--- config.mk ---
export PLATFORM = sky130hd
export DESIGN_NAME = rf_wattmeter_averaging_core
export DESIGN_NICKNAME = d
export VERILOG_FILES = /design/src/rfw_pkg.sv /design/src/rfw_serial_div.sv /design/src/rfw_serial_sqr.sv /design/src/rf_wattmeter_averaging_core.sv
export SDC_FILE = /design/constraint.sdc
export NUM_CORES = 1
export LEC_CHECK = 0
export BUFFER_PORTS_ARGS = -buffer_cell sky130_fd_sc_hd__buf_2
export CAP_MARGIN = 20
export CORE_UTILIZATION = 60
export DETAILED_ROUTE_END_ITERATION = 10
export PLACE_DENSITY_LB_ADDON = 0.1
export SYNTH_ARGS = -nofsm -noshare
export SYNTH_HDL_FRONTEND = slang
export SYNTH_SLANG_ARGS = --single-unit
export TNS_END_PERCENT = 1
--- constraint.sdc ---
create_clock -name clk -period 15.3 [get_ports clk]
set_clock_uncertainty 0.2 [all_clocks]
set_input_delay 3.06 -clock clk [delete_from_list [all_inputs] [get_ports clk]]
set_output_delay 3.06 -clock clk [all_outputs]
set_load 0.01 [all_outputs]
--- src/rfw_pkg.sv ---
// rfw_pkg: shared types and constants for the rf wattmeter averaging core
// depends on nothing; used by every module in src
`timescale 1ns / 1ps
`default_nettype none
package rfw_pkg;

  localparam int PEAK_W  = 17;
  localparam int MW_W    = 18;
  localparam int DWT_W   = 11;
  localparam int CODE_W  = 10;
  localparam int CODES_W = 14;
  localparam int SCALED_W = 26;
  localparam int DIV_W   = 34;
  localparam int DVS_W   = 17;
  localparam int LEN_W   = 6;
  localparam int CFG_W   = 16;
  localparam int CFG_IDX_W = 1;

  localparam logic [CFG_IDX_W-1:0] REG_OFFSET = 1'd0;
  localparam logic [CFG_IDX_W-1:0] REG_COMP   = 1'd1;

  localparam logic [CFG_W-1:0] OFFSET_RESET = 16'd17;
  localparam logic [DVS_W-1:0] ADC_FULL     = 17'd1023;
  localparam logic [DVS_W-1:0] MW_SCALE     = 17'd100000;
  localparam logic [DVS_W-1:0] DW_SCALE     = 17'd100;
  localparam logic [DVS_W-1:0] DW_HALF      = 17'd50;

  typedef struct packed {
    logic [CODE_W-1:0] divider_code;
    logic [CODE_W-1:0] diode_code;
    logic              supply_low;
  } rfw_in_t;

  typedef struct packed {
    logic [PEAK_W-1:0] sample_peak_mv;
    logic [PEAK_W-1:0] avg_peak_mv;
    logic [MW_W-1:0]   power_mw;
    logic [DWT_W-1:0]  power_dw;
  } rfw_out_t;

  typedef struct packed {
    logic             start;
    logic [LEN_W-1:0] len;
    logic [DIV_W-1:0] dividend;
    logic [DVS_W-1:0] divisor;
  } rfw_div_req_t;

  typedef struct packed {
    logic             done;
    logic [DIV_W-1:0] quotient;
    logic [DVS_W-1:0] remainder;
  } rfw_div_rsp_t;

  typedef enum logic [2:0] {
    S_IDLE,
    S_PEAK,
    S_RING,
    S_AVG,
    S_SQR,
    S_MW,
    S_DW,
    S_OUT
  } rfw_state_t;

endpackage
`default_nettype wire

--- src/rfw_serial_div.sv ---
// rfw_serial_div: restoring divider, one quotient bit per cycle
// depends on rfw_pkg; dividend is left aligned, len bits are processed
`timescale 1ns / 1ps
`default_nettype none
module rfw_serial_div (
  input  wire                   clk,
  input  wire                   rst,
  input  rfw_pkg::rfw_div_req_t req,
  output rfw_pkg::rfw_div_rsp_t rsp
);
  import rfw_pkg::*;

  logic             busy;
  logic             done;
  logic [LEN_W-1:0] cnt;
  logic [DIV_W-1:0] dvd;
  logic [DIV_W-1:0] quo;
  logic [DVS_W-1:0] rem;
  logic [DVS_W-1:0] dvs;
  logic [DVS_W:0]   trial;
  logic             fits;

  assign trial = {rem, dvd[DIV_W-1]};
  assign fits  = trial >= {1'b0, dvs};

  always_ff @(posedge clk) begin
    if (rst) begin
      busy <= 1'b0;
      done <= 1'b0;
      cnt  <= '0;
    end else begin
      done <= 1'b0;
      if (req.start) begin
        busy <= 1'b1;
        cnt  <= req.len;
      end else if (busy) begin
        cnt <= cnt - 1'b1;
        if (cnt == LEN_W'(1)) begin
          busy <= 1'b0;
          done <= 1'b1;
        end
      end
    end
  end

  always_ff @(posedge clk) begin
    if (req.start) begin
      dvd <= req.dividend;
      dvs <= req.divisor;
      quo <= '0;
      rem <= '0;
    end else if (busy) begin
      dvd <= {dvd[DIV_W-2:0], 1'b0};
      quo <= {quo[DIV_W-2:0], fits};
      rem <= fits ? DVS_W'(trial - {1'b0, dvs}) : trial[DVS_W-1:0];
    end
  end

  assign rsp.done      = done;
  assign rsp.quotient  = quo;
  assign rsp.remainder = rem;

endmodule
`default_nettype wire

--- src/rfw_serial_sqr.sv ---
// rfw_serial_sqr: shift and add squarer, one multiplier bit per cycle
// depends on rfw_pkg
`timescale 1ns / 1ps
`default_nettype none
module rfw_serial_sqr (
  input  wire                          clk,
  input  wire                          rst,
  input  wire                          start,
  input  wire [rfw_pkg::PEAK_W-1:0]    value,
  output logic                         done,
  output logic [2*rfw_pkg::PEAK_W-1:0] product
);
  import rfw_pkg::*;

  localparam int CNT_W = $clog2(PEAK_W + 1);

  logic                  busy;
  logic [CNT_W-1:0]      cnt;
  logic [2*PEAK_W-1:0]   mcand;
  logic [PEAK_W-1:0]     mplier;

  always_ff @(posedge clk) begin
    if (rst) begin
      busy <= 1'b0;
      done <= 1'b0;
      cnt  <= '0;
    end else begin
      done <= 1'b0;
      if (start) begin
        busy <= 1'b1;
        cnt  <= CNT_W'(PEAK_W);
      end else if (busy) begin
        cnt <= cnt - 1'b1;
        if (cnt == CNT_W'(1)) begin
          busy <= 1'b0;
          done <= 1'b1;
        end
      end
    end
  end

  always_ff @(posedge clk) begin
    if (start) begin
      mcand   <= {{PEAK_W{1'b0}}, value};
      mplier  <= value;
      product <= '0;
    end else if (busy) begin
      if (mplier[0]) begin
        product <= product + mcand;
      end
      mcand  <= {mcand[2*PEAK_W-2:0], 1'b0};
      mplier <= {1'b0, mplier[PEAK_W-1:1]};
    end
  end

endmodule
`default_nettype wire

--- src/rf_wattmeter_averaging_core.sv ---
// rf_wattmeter_averaging_core: top level, sequencer, sample ring and config
// depends on rfw_pkg, rfw_serial_div and rfw_serial_sqr
//
// input channel in_valid/in_stall/in_data carries one transaction per converter
// sample pair; output channel out_valid/out_stall/out_data returns one
// transaction per input with the peak, the moving average and the power.
// config: cfg_we writes cfg_data into register cfg_index (0 offset, 1 comp);
// the user writes only while the block is idle; the block does not enforce it.
// one item is handled at a time through a bit serial divider and squarer:
// peak divide, average divide over the sum width (21 bits at the default
// window of 10), square, mw divide and dw divide, with control states
// around them; out_valid rises when the output state loads the result.
// in_stall is high from acceptance until the result is loaded into the
// output register; the next input is taken while that result still waits.
// a stalled output holds its transaction and the block waits before loading
// the next one.
// reset empties the ring (no clearing pass: a fill count marks unwritten
// entries as zero), sets offset 17 and compensation on.
`timescale 1ns / 1ps
`default_nettype none
module rf_wattmeter_averaging_core #(
  parameter int WINDOW_LEN = 10
) (
  input  wire                             clk,
  input  wire                             rst,
  input  wire                             in_valid,
  output logic                            in_stall,
  input  rfw_pkg::rfw_in_t                in_data,
  output logic                            out_valid,
  input  wire                             out_stall,
  output rfw_pkg::rfw_out_t               out_data,
  input  wire                             cfg_we,
  input  wire [rfw_pkg::CFG_IDX_W-1:0]    cfg_index,
  input  wire [rfw_pkg::CFG_W-1:0]        cfg_data
);
  import rfw_pkg::*;

  localparam int SLOT_W = (WINDOW_LEN > 1) ? $clog2(WINDOW_LEN) : 1;
  localparam int CNT_W  = $clog2(WINDOW_LEN + 1);
  localparam int SUM_W  = PEAK_W + $clog2(WINDOW_LEN);

  rfw_state_t         state;
  rfw_state_t         state_next;
  logic [CFG_W-1:0]   offset;
  logic               comp_en;
  logic [PEAK_W-1:0]  peak;
  logic [PEAK_W-1:0]  avg;
  logic [MW_W-1:0]    mw;
  logic [DWT_W-1:0]   dw;
  logic [SUM_W-1:0]   sum;
  logic [SUM_W-1:0]   sum_next;
  logic [CNT_W-1:0]   cnt;
  logic [CNT_W-1:0]   cnt_next;
  logic [SLOT_W-1:0]  slot;
  logic [PEAK_W-1:0]  ring_mem [WINDOW_LEN];
  logic [PEAK_W-1:0]  rd_q;
  logic [PEAK_W-1:0]  old_val;
  logic               full;
  logic               in_take;
  logic               out_free;

  logic [CODES_W-1:0]  codes;
  logic [SCALED_W-1:0] scaled;
  logic [PEAK_W-1:0]   avg_next;
  logic [DWT_W-1:0]    dw_next;

  rfw_div_req_t          div_req;
  rfw_div_rsp_t          div_rsp;
  logic                  sqr_start;
  logic                  sqr_done;
  logic [2*PEAK_W-1:0]   sqr_prod;

  rfw_serial_div u_div (
    .clk (clk),
    .rst (rst),
    .req (div_req),
    .rsp (div_rsp)
  );

  rfw_serial_sqr u_sqr (
    .clk     (clk),
    .rst     (rst),
    .start   (sqr_start),
    .value   (avg_next),
    .done    (sqr_done),
    .product (sqr_prod)
  );

  assign in_stall = (state != S_IDLE);
  assign in_take  = in_valid && !in_stall;
  assign out_free = !out_valid || !out_stall;
  assign full     = (cnt == CNT_W'(WINDOW_LEN));
  assign old_val  = full ? rd_q : '0;
  assign sum_next = sum + SUM_W'(peak) - SUM_W'(old_val);
  assign cnt_next = full ? cnt : cnt + 1'b1;

  // 11 * divider code plus the diode code when compensation is on
  assign codes  = CODES_W'({in_data.divider_code, 3'b000})
                + CODES_W'({in_data.divider_code, 1'b0})
                + CODES_W'(in_data.divider_code)
                + (comp_en ? CODES_W'(in_data.diode_code) : '0);
  assign scaled = in_data.supply_low ? {2'b00, codes, 10'd0} : {codes, 12'd0};

  assign avg_next = div_rsp.quotient[PEAK_W-1:0]
                  + PEAK_W'({div_rsp.remainder, 1'b0} >= (DVS_W + 1)'(cnt));
  assign dw_next  = div_rsp.quotient[DWT_W-1:0]
                  + DWT_W'(div_rsp.remainder >= DW_HALF);

  // next state
  always_comb begin
    state_next = state;
    unique case (state)
      S_IDLE: if (in_take) state_next = S_PEAK;
      S_PEAK: if (div_rsp.done) state_next = S_RING;
      S_RING: state_next = S_AVG;
      S_AVG:  if (div_rsp.done) state_next = S_SQR;
      S_SQR:  if (sqr_done) state_next = S_MW;
      S_MW:   if (div_rsp.done) state_next = S_DW;
      S_DW:   if (div_rsp.done) state_next = S_OUT;
      S_OUT:  if (out_free) state_next = S_IDLE;
      default: state_next = S_IDLE;
    endcase
  end

  // unit requests
  always_comb begin
    div_req   = '0;
    sqr_start = 1'b0;
    unique case (state)
      S_IDLE: begin
        div_req.start    = in_take;
        div_req.len      = LEN_W'(SCALED_W);
        div_req.dividend = {scaled, {(DIV_W-SCALED_W){1'b0}}};
        div_req.divisor  = ADC_FULL;
      end
      S_RING: begin
        div_req.start    = 1'b1;
        div_req.len      = LEN_W'(SUM_W);
        div_req.dividend = {sum_next, {(DIV_W-SUM_W){1'b0}}};
        div_req.divisor  = DVS_W'(cnt_next);
      end
      S_AVG: begin
        sqr_start = div_rsp.done;
      end
      S_SQR: begin
        div_req.start    = sqr_done;
        div_req.len      = LEN_W'(DIV_W);
        div_req.dividend = sqr_prod;
        div_req.divisor  = MW_SCALE;
      end
      S_MW: begin
        div_req.start    = div_rsp.done;
        div_req.len      = LEN_W'(MW_W);
        div_req.dividend = {div_rsp.quotient[MW_W-1:0], {(DIV_W-MW_W){1'b0}}};
        div_req.divisor  = DW_SCALE;
      end
      default: begin
        div_req   = '0;
        sqr_start = 1'b0;
      end
    endcase
  end

  always_ff @(posedge clk) begin
    if (rst) begin
      state     <= S_IDLE;
      offset    <= OFFSET_RESET;
      comp_en   <= 1'b1;
      sum       <= '0;
      cnt       <= '0;
      slot      <= '0;
      out_valid <= 1'b0;
    end else begin
      state <= state_next;
      if (cfg_we) begin
        unique case (cfg_index)
          REG_OFFSET: offset  <= cfg_data;
          REG_COMP:   comp_en <= cfg_data[0];
          default:    offset  <= offset;
        endcase
      end
      if (state == S_RING) begin
        sum  <= sum_next;
        cnt  <= cnt_next;
        slot <= (slot == SLOT_W'(WINDOW_LEN - 1)) ? '0 : slot + 1'b1;
      end
      if (state == S_OUT && out_free) begin
        out_valid <= 1'b1;
      end else if (!out_stall) begin
        out_valid <= 1'b0;
      end
    end
  end

  // ring storage
  always_ff @(posedge clk) begin
    rd_q <= ring_mem[slot];
    if (state == S_RING) begin
      ring_mem[slot] <= peak;
    end
  end

  // datapath registers
  always_ff @(posedge clk) begin
    if (state == S_PEAK && div_rsp.done) begin
      peak <= PEAK_W'(div_rsp.quotient[PEAK_W-1:0] + PEAK_W'(offset));
    end
    if (state == S_AVG && div_rsp.done) begin
      avg <= avg_next;
    end
    if (state == S_MW && div_rsp.done) begin
      mw <= div_rsp.quotient[MW_W-1:0];
    end
    if (state == S_DW && div_rsp.done) begin
      dw <= dw_next;
    end
    if (state == S_OUT && out_free) begin
      out_data.sample_peak_mv <= peak;
      out_data.avg_peak_mv    <= avg;
      out_data.power_mw       <= mw;
      out_data.power_dw       <= dw;
    end
  end

`ifndef SYNTHESIS
  a_cnt_bound: assert property (@(posedge clk) disable iff (rst)
    cnt <= CNT_W'(WINDOW_LEN))
    else $error("fill count above window length");

  a_slot_bound: assert property (@(posedge clk) disable iff (rst)
    slot <= SLOT_W'(WINDOW_LEN - 1))
    else $error("ring slot out of range");

  a_out_load: assert property (@(posedge clk) disable iff (rst)
    $rose(out_valid) |-> $past(state) == S_OUT)
    else $error("output transaction loaded outside output state");

  a_ring_fill: assert property (@(posedge clk) disable iff (rst)
    (state == S_RING && !full) |=> cnt == $past(cnt) + 1'b1)
    else $error("fill count did not advance while filling");
`endif

endmodule
`default_nettype wire

==> summary.txt, run 1 <==
Global route
  – GRT Util Overall: 28.9%
  – GR Overflow Total: 0
  – Initial antenna violation count: 5
  – First-pass GRT wire length: approximately 100 mm
  – Largest net degree at the start of global routing: 66
  – Number of global-route vias before repair: 17315

Place
  – Routability Congestion: 0.918
  – Pre-CTS WS: 8.35 ns
  – Detail Placement HPWL: ~42 mm
  – PortBufs: ~110

Detailed routing
  – Detailed Route Iter0 Violations: 1399
  – Routed metal-1 wire length: ~27 mm
  – WL per Instance: around 21 µm
  – Met2 Routed Length: approximately 30 mm
  – TritonRoute pass-1 iters: 5
  – Vias: 17545
  – Aggregate routed wire length: approximately 62 mm
  – Post-DRT Antenna Nets: 0
  – Max Used Layer: met4
  – DRC viols: 0
  – Metal3 WL: ~3.9 mm
  – Via/cell ratio: 5.94

Clock tree
  – Clock Tree Buf Depth: 3
  – Cts hold-fix bufs: 0
  – Num CTS Buffers: 52
  – Setup bufs post-CTS: 0
  – # clock sinks: approximately 540
  – CTS tree: yes
  – Clk root buf: clkbuf_16
  – Cts repair resizes: 0
  – H-tree Lvls: 2
  – Worst skew pair latency: around 0.60 ns
  – Clock slew at reported path FFs: 0.07 ns

Power and ir drop
  – Sequential Power Share: 49.3%
  – Clock network power share: around two fifths
  – Pint: between 2 and 2.5 mW
  – Leakage: between 10 and 15 nW
  – Power per standard cell area: between 100 and 150 nW/µm²
  – Switching Share: 23.7%
  – Switch Pwr: roughly 770 µW
  – Logic pwr share: 10.2%
  – Peak VDD IR: about 0.000095 V

Die
  – Core box area: 42400 µm²
  – Initial Util: approximately 61%
  – Die W: 210 µm
  – Height of the die: 210 µm
  – Boundary Pins: approximately 110
  – Die area: between 40000 and 50000 µm²
  – Num rows: 75

Min path
  – Min-Delay Path Class: reg -> reg

STA
  – Fin crit share: roughly two fifths
  – Slew @ Worst Pin: roughly 1.1 ns
  – Slew HR: between 20% and 30%
  – Fin worst setup slack: between 8 and 9 ns
  – RSZ-0062 raised after global routing: no
  – Total negative setup slack: 0 ns
  – Endpoints failing setup: 0
  – Max Slew Vio Count: 0
  – Highest clock rate: between 0.15 and 0.2 GHz
  – Final Hold Violating Endpoints: 0
  – Fin crit period: approximately 6.4 ns

Cells and area
  – Area grow syn2layout: 11.4%
  – # nets final: between 2000 and 3000
  – Register area: 14600 µm²
  – Filler cell count: roughly 3200
  – Layout cells sized above 1: 13.4%
  – Multi-input logic area: approximately 11000 µm²

Flow run
  – Max-cap violations: 0

Yosys
  – Seq/Total Area, Yosys: around 56%
  – EDFF count, synth: roughly 370
  – Syn nets: 2429
  – Syn Inst Count: ~2200
  – Post-synth ARST share: 0%
  – Syn Std Cell Area: 26000 µm²
  – Synth warn: 0
  – Synth unique cells: 76
  – Syn_area_per_cell: 11.6 µm²
  – Synthesized flop and latch total: between 500 and 600
  – Primary FF master, synth: edfxtp_1

Setup path
  – WP data required: roughly 15 ns
  – Worst Setup End Kind: flip-flop
  – Crit Path Max Fanout: 4
  – Kind of critical path: in -> reg
  – Setup crit start kind: primary input
  – Worst EP arrival: ~6.5 ns

Status
  – Outcome: completed
## final timing paths
path	startpoint	end	slack, ns	cells past startpoint
min	mw[9]	out_data[20]	0.22	0
min reg2reg	mw[9]	out_data[20]	0.22	0
max reg2reg	cnt[0]	u_div.dvd[33]	10.13	16
max	in_data[11]	u_div.dvd[33]	8.91	16
## sequential cells by signal, summed over array words and instances (netlist names), 4 cells and up
signal / cells
ring_mem: 170
out_data: 63
u_div.dvd: 34
u_sqr.mcand: 34
u_sqr.product: 34
sum: 21
mw: 18
u_div.quo: 18
avg: 17
peak: 17
rd_q: 17
u_div.rem: 17
u_sqr.mplier: 17
offset: 16
dw: 11
u_div.dvs: 9
u_div.cnt: 6
u_sqr.cnt: 5
cnt: 4
slot: 4
## worst max-delay path, cell delays in order
cell      delay [ns]
buf_2           0.14
inv_1           0.07
fa_1            0.55
inv_1           0.07
fa_1            0.50
ha_1            0.33
a211oi_1        0.30
nor2_1          0.15
o41ai_1         0.43
o21ai_0         0.18
o21ai_0         0.17
nand2b_1        0.07
a21oi_1         0.20
o221ai_1        0.13
o21ai_0         0.11
a21oi_1         0.06
## power groups by stage
stage / Combinational, mW / Clock (mW) / Sequential [mW]
after floorplan: 0.256 / 0 / 1.63
after global placement: 0.320 / 0 / 1.64
after detailed placement: 0.330 / 0 / 1.64
after CTS: 0.333 / 1.34 / 1.61
after global routing: 0.374 / 1.40 / 1.61
final: 0.334 / 1.32 / 1.61
## synth_stat cells, drive strengths merged (37+ instances only)
master	instances	area (µm²)
a211oi	40	310
dfxtp	168	3360
nand3	39	195
nor3	46	230
ha	113	1410
a21oi	189	950
mux2i	72	721
nor2	162	608
o21ai	99	507
xor2	41	359
nand2	163	614
clkbuf	81	304
fa	37	741
nor2b	41	257
edfxtp	373	11200
o21a	38	285
xnor2	71	622
inv	147	552
## through the flow
step / util [%] / cells / area [µm²] / power, mW / hold slack, ns
6_report: 68.4 / 2953 / 29000 / 3.27 / 0.216
5_1_grt: 68.4 / 2951 / 29000 / 3.39 / 0.218
4_1_cts: 68.3 / 2945 / 29000 / 3.28 / 0.220
3_5_place_dp: 64.1 / 2849 / 27200 / 1.97 / 0.205
3_3_place_gp: 64.1 / 2849 / 27200 / 1.96 / 0.201
2_1_floorplan: - / 2236 / 26000 / 1.89 / 0.200
## routing by layer
layer  vias up  global-route usage, %
li1       8274                      -
met2       500                   48.2
met5         -                      0
met4         0                   7.55
met1      8689                   39.7
met3        82                   4.74
## placed cells by master, fill, tap and decap left out, types with 35 or more instances in the layout
cell | synthesis | routed
edfxtp_1 | 373 | 373
a21oi_1 | 188 | 187
dfxtp_1 | 168 | 165
nand2_1 | 162 | 162
nor2_1 | 162 | 161
inv_1 | 147 | 146
ha_1 | 113 | 113
buf_2 | 3 | 107
o21ai_0 | 96 | 96
mux2i_1 | 72 | 72
xnor2_1 | 71 | 71
clkbuf_16 | 0 | 52
nor3_1 | 46 | 43
nor2b_1 | 41 | 41
xor2_1 | 41 | 41
nand3_1 | 39 | 39
o21a_1 | 38 | 38
a211oi_1 | 38 | 38
fa_1 | 37 | 37
buf_4 | 5 | 35
## cell families after synthesis
logic type | after synthesis | share of synthesized area [%]
and+or+nand+nor | 577 | 10.5
buffers and inverters | 255 | 3.79
DFF | 541 | 55.9
muxes | 112 | 5.97
adders and majority gates | 150 | 8.27
xor gates and xnor gates | 112 | 3.77
AOI/OAI and AO/OA | 489 | 11.8
## final cells by class
class | count | share of cell area [%]
well taps | 577 | 2.49
repair buffers | 145 | 2.94
multi-input cells | 1440 | 36.4
flip-flops and latches | 541 | 50.2
clock inverters | 33 | 1.26
inverters | 150 | 1.94
diodes | 4 | 0.0345
clock buffers | 63 | 4.76
Note: power is estimated with default switching activity, not from simulation.
==> inputs of run 2 (changes only) <==
ABC_AREA = 1   (was unset)
CORE_UTILIZATION = 56   (was 60)
clock period = 5.8 ns   (was 15.3 ns; I/O delays follow)
==> summary.txt, run 2 <==
Status
  – Outcome: complete, but fails checks (was completed)
  – Violated checks: design-rule violations

Place
  – Detail Placement HPWL: 50.4 mm (was 42.3 mm)
  – PortBufs: 107 (unchanged)
  – Routability Congestion: 1.00 (was 0.918)

Power and ir drop
  – Switch Pwr: 4.23 mW (was 774 µW)
  – Leakage: 12.7 nW (was 11.0 nW)
  – Power per standard cell area: 400 nW/µm² (was 113 nW/µm²)
  – Sequential Power Share: 41.1% (was 49.3%)
  – Logic pwr share: 30.1% (was 10.2%)
  – Clock network power share: 28.9% (was 40.5%)
  – Pint: 7.71 mW (was 2.49 mW)
  – Peak VDD IR: 0.000248 V (was 0.0000946 V)
  – Switching Share: 35.4% (was 23.7%)

Min path
  – Hold path cells: 0 (unchanged)
  – WHS Endpoint: out_data[7] (was out_data[20])
  – Hold_sp: dw[7] (was mw[9])
  – Min-Delay Path Class: reg -> reg (unchanged)

Yosys
  – Synth warn: 0 (unchanged)
  – Xor and xnor fraction of the mapped netlist area: 2.58% (was 3.77%)
  – Syn nets: 3048 (was 2429)
  – Synth top cells by count: 601 x nand2_1, 387 x inv_1, 373 x edfxtp_1, 237 x nor2_1, 228 x a21oi_1 (was 373 x edfxtp_1, 188 x a21oi_1, 168 x dfxtp_1, 162 x nand2_1, 162 x nor2_1)
  – Syn_area_per_cell: 9.39 µm² (was 11.6 µm²)
  – Top-count cell post-synth: nand2_1 (was edfxtp_1)
  – Yosys top cell by area: edfxtp_1 (unchanged)
  – Post-synthesis compound-gate area fraction: 12.1% (was 11.8%)
  – Mux cell area share after synthesis: 0% (was 5.97%)
  – Post-synth ARST share: 0% (unchanged)
  – Synth unique cells: 53 (was 76)
  – Yosys top cell area share: 41.8% (was 43.0%)
  – Seq/Total Area, Yosys: 54.3% (was 55.9%)
  – Adder-cell share of the synthesized area: 8.04% (was 8.27%)
  – Primary FF master, synth: edfxtp_1 (unchanged)
  – Simple-Gate Fraction of Synth Area: 16.1% (was 10.5%)
  – Synth top area cells: edfxtp_1 42%, dfxtp_1 13%, nand2_1 8.4% (was edfxtp_1 43%, dfxtp_1 13%, ha_1 5.4%)
  – Syn Std Cell Area: 26800 µm² (was 26000 µm²)
  – Syn Inst Count: 2855 (was 2236)
  – EDFF count, synth: 373 (unchanged)
  – Main combinational cell family by area after synthesis: simple AND/OR/NAND/NOR gates (was compound AO/OA/AOI/OAI gates)
  – Synthesized flop and latch total: 541 (unchanged)

Die
  – Height of the die: 221 µm (was 210 µm)
  – Die area: 48800 µm² (was 44200 µm²)
  – Initial Util: 57.2% (was 61.4%)
  – Die W: 221 µm (was 210 µm)
  – Core box area: 46900 µm² (was 42400 µm²)
  – Num rows: 79 (was 75)
  – Boundary Pins: 108 (unchanged)

Detailed routing
  – Via/cell ratio: 5.62 (was 5.94)
  – TritonRoute pass-1 iters: 9 (was 5)
  – WL per Instance: 19.3 µm (was 21.1 µm)
  – DRC viols: 1 (was 0)
  – Post-DRT Antenna Nets: 0 (unchanged)
  – Aggregate routed wire length: 70.0 mm (was 62.3 mm)
  – Detailed Route Iter0 Violations: 1828 (was 1399)
  – Vias: 20378 (was 17545)

Setup path
  – Reg2Reg Depth: 15 (was 16)
  – Worst EP arrival: 4.24 ns (was 6.51 ns)
  – Reg-to-Reg End: u_div.dvd[24] (was u_div.dvd[33])
  – Kind of critical path: reg -> reg (was in -> reg)
  – R2r setup slk: 1.70 ns (was 10.13 ns)
  – R2r startpoint: cnt[0] (unchanged)
  – Worst Setup End Kind: flip-flop (unchanged)
  – WP data required: 5.94 ns (was 15.42 ns)
  – Crit Path Max Fanout: 20 (was 4)
  – Setup crit start kind: flip-flop (was primary input)

STA
  – Highest clock rate: roughly 0.24 GHz
  – RSZ-0062 raised after global routing: no (unchanged)
  – Fin crit period: slightly above 4 ns
  – Total negative setup slack: 0 ns (unchanged)
  – Max Slew Vio Count: 0 (unchanged)
  – Fin crit share: 70.8%
  – Endpoints failing setup: 0 (unchanged)
  – Slew HR: 26.7% (was 25.7%)
  – Slew @ Worst Pin: 1.10 ns (was 1.11 ns)
  – WHS: 0.217 ns (was 0.216 ns)
  – Final Hold Violating Endpoints: 0 (unchanged)

Cells and area
  – Max FFs per register: 170 (unchanged)
  – Filler cell count: 3909 (was 3221)
  – Largest regs: ring_mem: 170 flops, out_data: 63 flops (unchanged)
  – Multi-input logic area: 10500 µm² (was 10600 µm²)
  – Area grow syn2layout: 11.4% (about the same)
  – Commonest non-fill, non-tap cell in the layout: nand2_1 (was edfxtp_1)
  – Layout cells sized above 1: 8.85% (was 13.4%)
  – Register area: 14600 µm² (about the same)
  – Antenna cells: 0 (was 4)
  – Final core utilization: 63.7% (was 68.4%)
  – Commonest cells after routing, fill and taps aside: 601 x nand2_1, 387 x inv_1, 373 x edfxtp_1 (was 373 x edfxtp_1, 187 x a21oi_1, 165 x dfxtp_1)
  – # nets final: 3165 (was 2523)
  – Top reg by flops: ring_mem (unchanged)

Clock tree
  – # clock sinks: 541 (unchanged)
  – Cts repair resizes: 0 (unchanged)
  – H-tree Lvls: 2 (unchanged)
  – Clk root buf: clkbuf_16 (unchanged)
  – Num CTS Buffers: 55 (was 52)
  – Cts hold-fix bufs: 0 (unchanged)
  – Clock slew at reported path FFs: 0.06 ns (was 0.07 ns)
  – CTS tree: yes (unchanged)
  – Worst skew pair latency: 0.63 ns (was 0.60 ns)
  – Setup bufs post-CTS: 0 (unchanged)
  – Clock Tree Buf Depth: 3 (unchanged)

Global route
  – Largest net degree at the start of global routing: 65 (was 66)
  – GR Overflow Total: 0 (unchanged)
  – Initial antenna violation count: 1 (was 5)
  – GRT Util Overall: 28.6% (was 28.9%)
  – Number of global-route vias before repair: 19838 (was 17315)
  – First-pass GRT wire length: 109 mm (was 97.4 mm)

Flow run
  – Max-cap violations: 0 (unchanged)
run 2: changes by cell type after synthesis, moves of 34 or more:
cell | before | now
a22oi_1 | 4 | 68
nor2_1 | 162 | 237
a211oi_1 | 38 | 2
nand2_1 | 162 | 601
inv_1 | 147 | 387
a21oi_1 | 188 | 228
nand3_1 | 39 | 117
o21ai_0 | 96 | 161
xnor2_1 | 71 | 13
mux4_2 | 34 | 0
nor2b_1 | 41 | 0
mux2i_1 | 72 | 0
run 2: kinds of logic (layout without fill, tap and decap cells):
family                   Yosys count  after routing
XOR/XNOR                          79             79
AO/OA/AOI/OAI                    560            560
flip-flops                       541            541
AND/OR/NAND/NOR                 1048           1048
buffers and inverters            477            640
adder cells (fa/ha/maj)          150            150
run 2: metrics by stage:
stage | area, µm² | power (mW) | instances | setup slack (ns)
2_1_floorplan | 26800 | 7.52 | 2855 | 0.815
5_1_grt | 29900 | 12.6 | 3625 | 1.34
4_1_cts | 29900 | 12.0 | 3625 | 1.71
6_report | 29900 | 11.9 | 3625 | 1.70
3_3_place_gp | 28000 | 8.43 | 3519 | 1.47
3_5_place_dp | 28100 | 8.52 | 3522 | 1.43
run 2: worst max path at each step:
stage | start | slack (ns) | end | depth (start not counted)
finish | cnt[0] | 1.70 | u_div.dvd[24] | 15
global route | cnt[0] | 1.34 | u_div.dvd[24] | 15
CTS | cnt[0] | 1.71 | u_div.dvd[24] | 15
detailed placement | in_data[11] | 1.43 | u_div.dvd[28] | 16
global placement | in_data[11] | 1.47 | u_div.dvd[28] | 16
floorplan | out_stall | 0.82 | out_data[0] | 1
run 2: final cells by class:
type | instances | share of cell area [%]
Clock buffer | 64 | 4.79
Clock inverter | 39 | 1.09
Inverter | 399 | 5.02
Multi-Input combinational cell | 1837 | 35.0
Sequential cell | 541 | 48.8
Tap cell | 607 | 2.54
Timing Repair Buffer | 138 | 2.73
run 2: power by group through the flow:
stage	combinational, mW	sequential [mW]	clock (mW)
after CTS	3.57	4.90	3.49
after detailed placement	3.55	4.97	0
after global placement	3.47	4.96	0
after global routing	4.03	4.94	3.64
after floorplan	2.65	4.86	0
final	3.59	4.90	3.44
run 2: critical path, stage by stage (launching register included):
cell and delay (ns):
dfxtp_1 0.36, inv_1 0.10, ha_1 0.14, nand3_1 0.55
nor2_1 0.35, fa_1 0.46, inv_1 0.07, ha_1 0.28
nand3_1 0.11, nand3_1 0.17, nand2_1 0.11, nand3_1 0.15
nand2_1 0.10, nand2_1 0.06, o21ai_0 0.48, a21oi_1 0.14
run 2: routing by layer:
| layer | track usage [%] | share of wire (%) |
|---|---|---|
| met1 | 38.4 | 43 |
| met2 | 48.1 | 48 |
| met3 | 3.35 | 5.2 |
| met4 | 10.4 | 3.4 |
| met5 | 0 | 0.016 |
==> inputs of run 3 (changes only) <==
clock period = 3.4 ns   (was 5.8 ns; I/O delays follow)
==> summary.txt, run 3 (synthesized netlist as in run 2, its figures left out) <==
Cells and area
  – Commonest non-fill, non-tap cell in the layout: nand2_1 (unchanged)
  – Top reg by flops: ring_mem (unchanged)
  – Largest regs: ring_mem: 170 flops, out_data: 63 flops (unchanged)
  – Area grow syn2layout: 17.3% (was 11.4%)
  – # nets final: 3310 (was 3165)
  – Commonest cells after routing, fill and taps aside: 591 x nand2_1, 383 x inv_1, 373 x edfxtp_1 (was 601 x nand2_1, 387 x inv_1, 373 x edfxtp_1)
  – Filler cell count: 3756 (was 3909)
  – Layout cells sized above 1: 15.2% (was 8.85%)
  – Max FFs per register: 170 (unchanged)
  – Count of non-filler cells in the finished layout: 3772 (was 3625)
  – Final core utilization: 67.1% (was 63.7%)

Global route
  – First-pass GRT wire length: 114 mm (was 109 mm)
  – Largest net degree at the start of global routing: 83 (was 65)
  – Initial antenna violation count: 3 (was 1)
  – GR Overflow Total: 0 (unchanged)
  – Number of global-route vias before repair: 20632 (was 19838)
  – GRT Util Overall: 30.1% (was 28.6%)

Clock tree
  – Clk root buf: clkbuf_16 (unchanged)
  – Worst skew pair latency: 0.63 ns (about the same)
  – Num CTS Buffers: 56 (was 55)
  – # clock sinks: 541 (unchanged)
  – Clock slew at reported path FFs: 0.06 ns (about the same)
  – CTS tree: yes (unchanged)
  – Cts hold-fix bufs: 0 (unchanged)
  – H-tree Lvls: 2 (unchanged)
  – Clock Tree Buf Depth: 3 (unchanged)

Place
  – Detail Placement HPWL: 54.9 mm (was 50.4 mm)
  – Placed insts: 3663 (was 3522)
  – Routability Congestion: 0.970 (was 1.00)
  – PortBufs: 107 (unchanged)
  – Pre-CTS WS: -0.455 ns (was 1.43 ns)

Detailed routing
  – WL per Instance: 19.8 µm (was 19.3 µm)
  – Via/cell ratio: 5.63 (was 5.62)
  – Aggregate routed wire length: 74.7 mm (was 70.0 mm)
  – Post-DRT Antenna Nets: 0 (unchanged)
  – TritonRoute pass-1 iters: 9 (unchanged)
  – Vias: 21225 (was 20378)
  – Detailed Route Iter0 Violations: 1844 (was 1828)
  – DRC viols: 2 (was 1)

STA
  – Highest clock rate: 0.297 GHz (was 0.244 GHz)
  – Fin crit share: 99.0% (was 70.8%)
  – Slew @ Worst Pin: 0.937 ns (was 1.10 ns)
  – Fin worst setup slack: 0.0340 ns (was 1.70 ns)
  – Max Slew Vio Count: 0 (unchanged)
  – Final Hold Violating Endpoints: 0 (unchanged)
  – Slew HR: 37.5% (was 26.7%)
  – Endpoints failing setup: 0 (unchanged)
  – Fin crit period: 3.37 ns (was 4.10 ns)
  – RSZ-0062 raised after global routing: yes (was no)

Power and ir drop
  – Leakage: 13.5 nW (was 12.7 nW)
  – Power per standard cell area: 690 nW/µm² (was 400 nW/µm²)
  – Peak VDD IR: 0.000604 V (was 0.000248 V)
  – Overall power: 21.7 mW (was 11.9 mW)

Setup path
  – Setup crit start kind: flip-flop (unchanged)
  – Crit Path Max Fanout: 10 (was 20)
  – WP data required: 3.66 ns (was 5.94 ns)
  – Worst Setup End Kind: flip-flop (unchanged)
  – Kind of critical path: reg -> reg (unchanged)
  – Worst EP arrival: 3.62 ns (was 4.24 ns)

Min path
  – Min-Delay Path Class: in -> reg (was reg -> reg)

Die
  – Num rows: 79 (unchanged)
  – Die W: 221 µm (unchanged)
  – Core box area: 46900 µm² (unchanged)
  – Initial Util: 57.2% (unchanged)
  – Height of the die: 221 µm (unchanged)
  – Die area: 48800 µm² (unchanged)
  – Boundary Pins: 108 (unchanged)

Status
  – Outcome: complete, but fails checks (unchanged)
  – Violated checks: design-rule violations (unchanged)

Flow run
  – Max-cap violations: 0 (unchanged)
-- run 3: cell count changes in the layout (fill, tap and decap cells not counted), sizes merged --
cell and change:
buf +142, clkinvlp -11, clkinv +8, bufinv +6, clkbuf +1, diode +1
-- run 3: timing repair --
item / 4_1_cts / 5_1_grt
resized for setup: 6 / 85
setup buffers: 0 / 1
setup endpoints to repair: 14 / 43
pin swaps: 0 / 13
gates cloned: 0 / 2
hold endpoints to repair: 0 / 0
-- run 3: worst paths after layout --
check / from / to / slack [ns] / cells after the start
worst max-delay path: cnt[0] / u_div.dvd[24] / 0.03 / 17
worst min-delay path: cfg_data[4] / offset[4] / 0.08 / 3
worst max register to register: cnt[0] / u_div.dvd[24] / 0.03 / 17
worst min register to register: dw[8] / out_data[8] / 0.22 / 0
-- run 3: critical path: stages (launching register included) --
cell and delay [ns]:
dfxtp_2 0.33, inv_2 0.05, ha_4 0.16, nand3_4 0.13, clkbuf_16 0.19, nor2_1 0.05
fa_1 0.47, inv_1 0.04, ha_1 0.32, a21oi_2 0.19, nor2_1 0.06, nor2_1 0.15
buf_4 0.14, nand2_1 0.07, a21oi_1 0.16, o21ai_0 0.17, buf_4 0.19, a21oi_1 0.14
-- run 3: layout make-up --
| type | count | area, µm² | area share, % |
|---|---|---|---|
| sequential | 541 | 14600 | 46.3 |
| multi-input combinational | 1837 | 10800 | 34.3 |
| timing repair buffer | 282 | 1940 | 6.16 |
| inverter | 399 | 1500 | 4.77 |
| clock buffer | 63 | 1430 | 4.54 |
| tap | 607 | 759 | 2.42 |
| clock inverter | 42 | 467 | 1.48 |
| antenna | 1 | 2.50 | 0.00796 |
-- run 3: per-layer routing --
layer	vias to the layer above	share of wire, %	global-route usage [%]
li1	10168	-	-
met2	723	47	49.1
met5	-	0.016	0
met3	165	6.1	4.44
met1	10167	42	39.6
met4	2	4.5	15.1
-- run 3: report_power, final --
part | internal, mW | leakage, nW | switching (mW)
Sequential | 7.92 | 4.78 | 0.396
Combinational | 2.58 | 7.81 | 4.52
Clock | 3.66 | 0.925 | 2.64
Total | 14.2 | 13.5 | 7.56
-- run 3: stage by stage --
stage	cell area, µm²	hold WS, ns	TNS [ns]
finish	31400	0.0835	0
floorplan	26800	0.200	-0.642
global placement	29200	0.204	-3.85
detailed placement	29200	0.205	-4.61
global route	31400	0.0884	-0.503
CTS	31100	0.0571	-0.0358
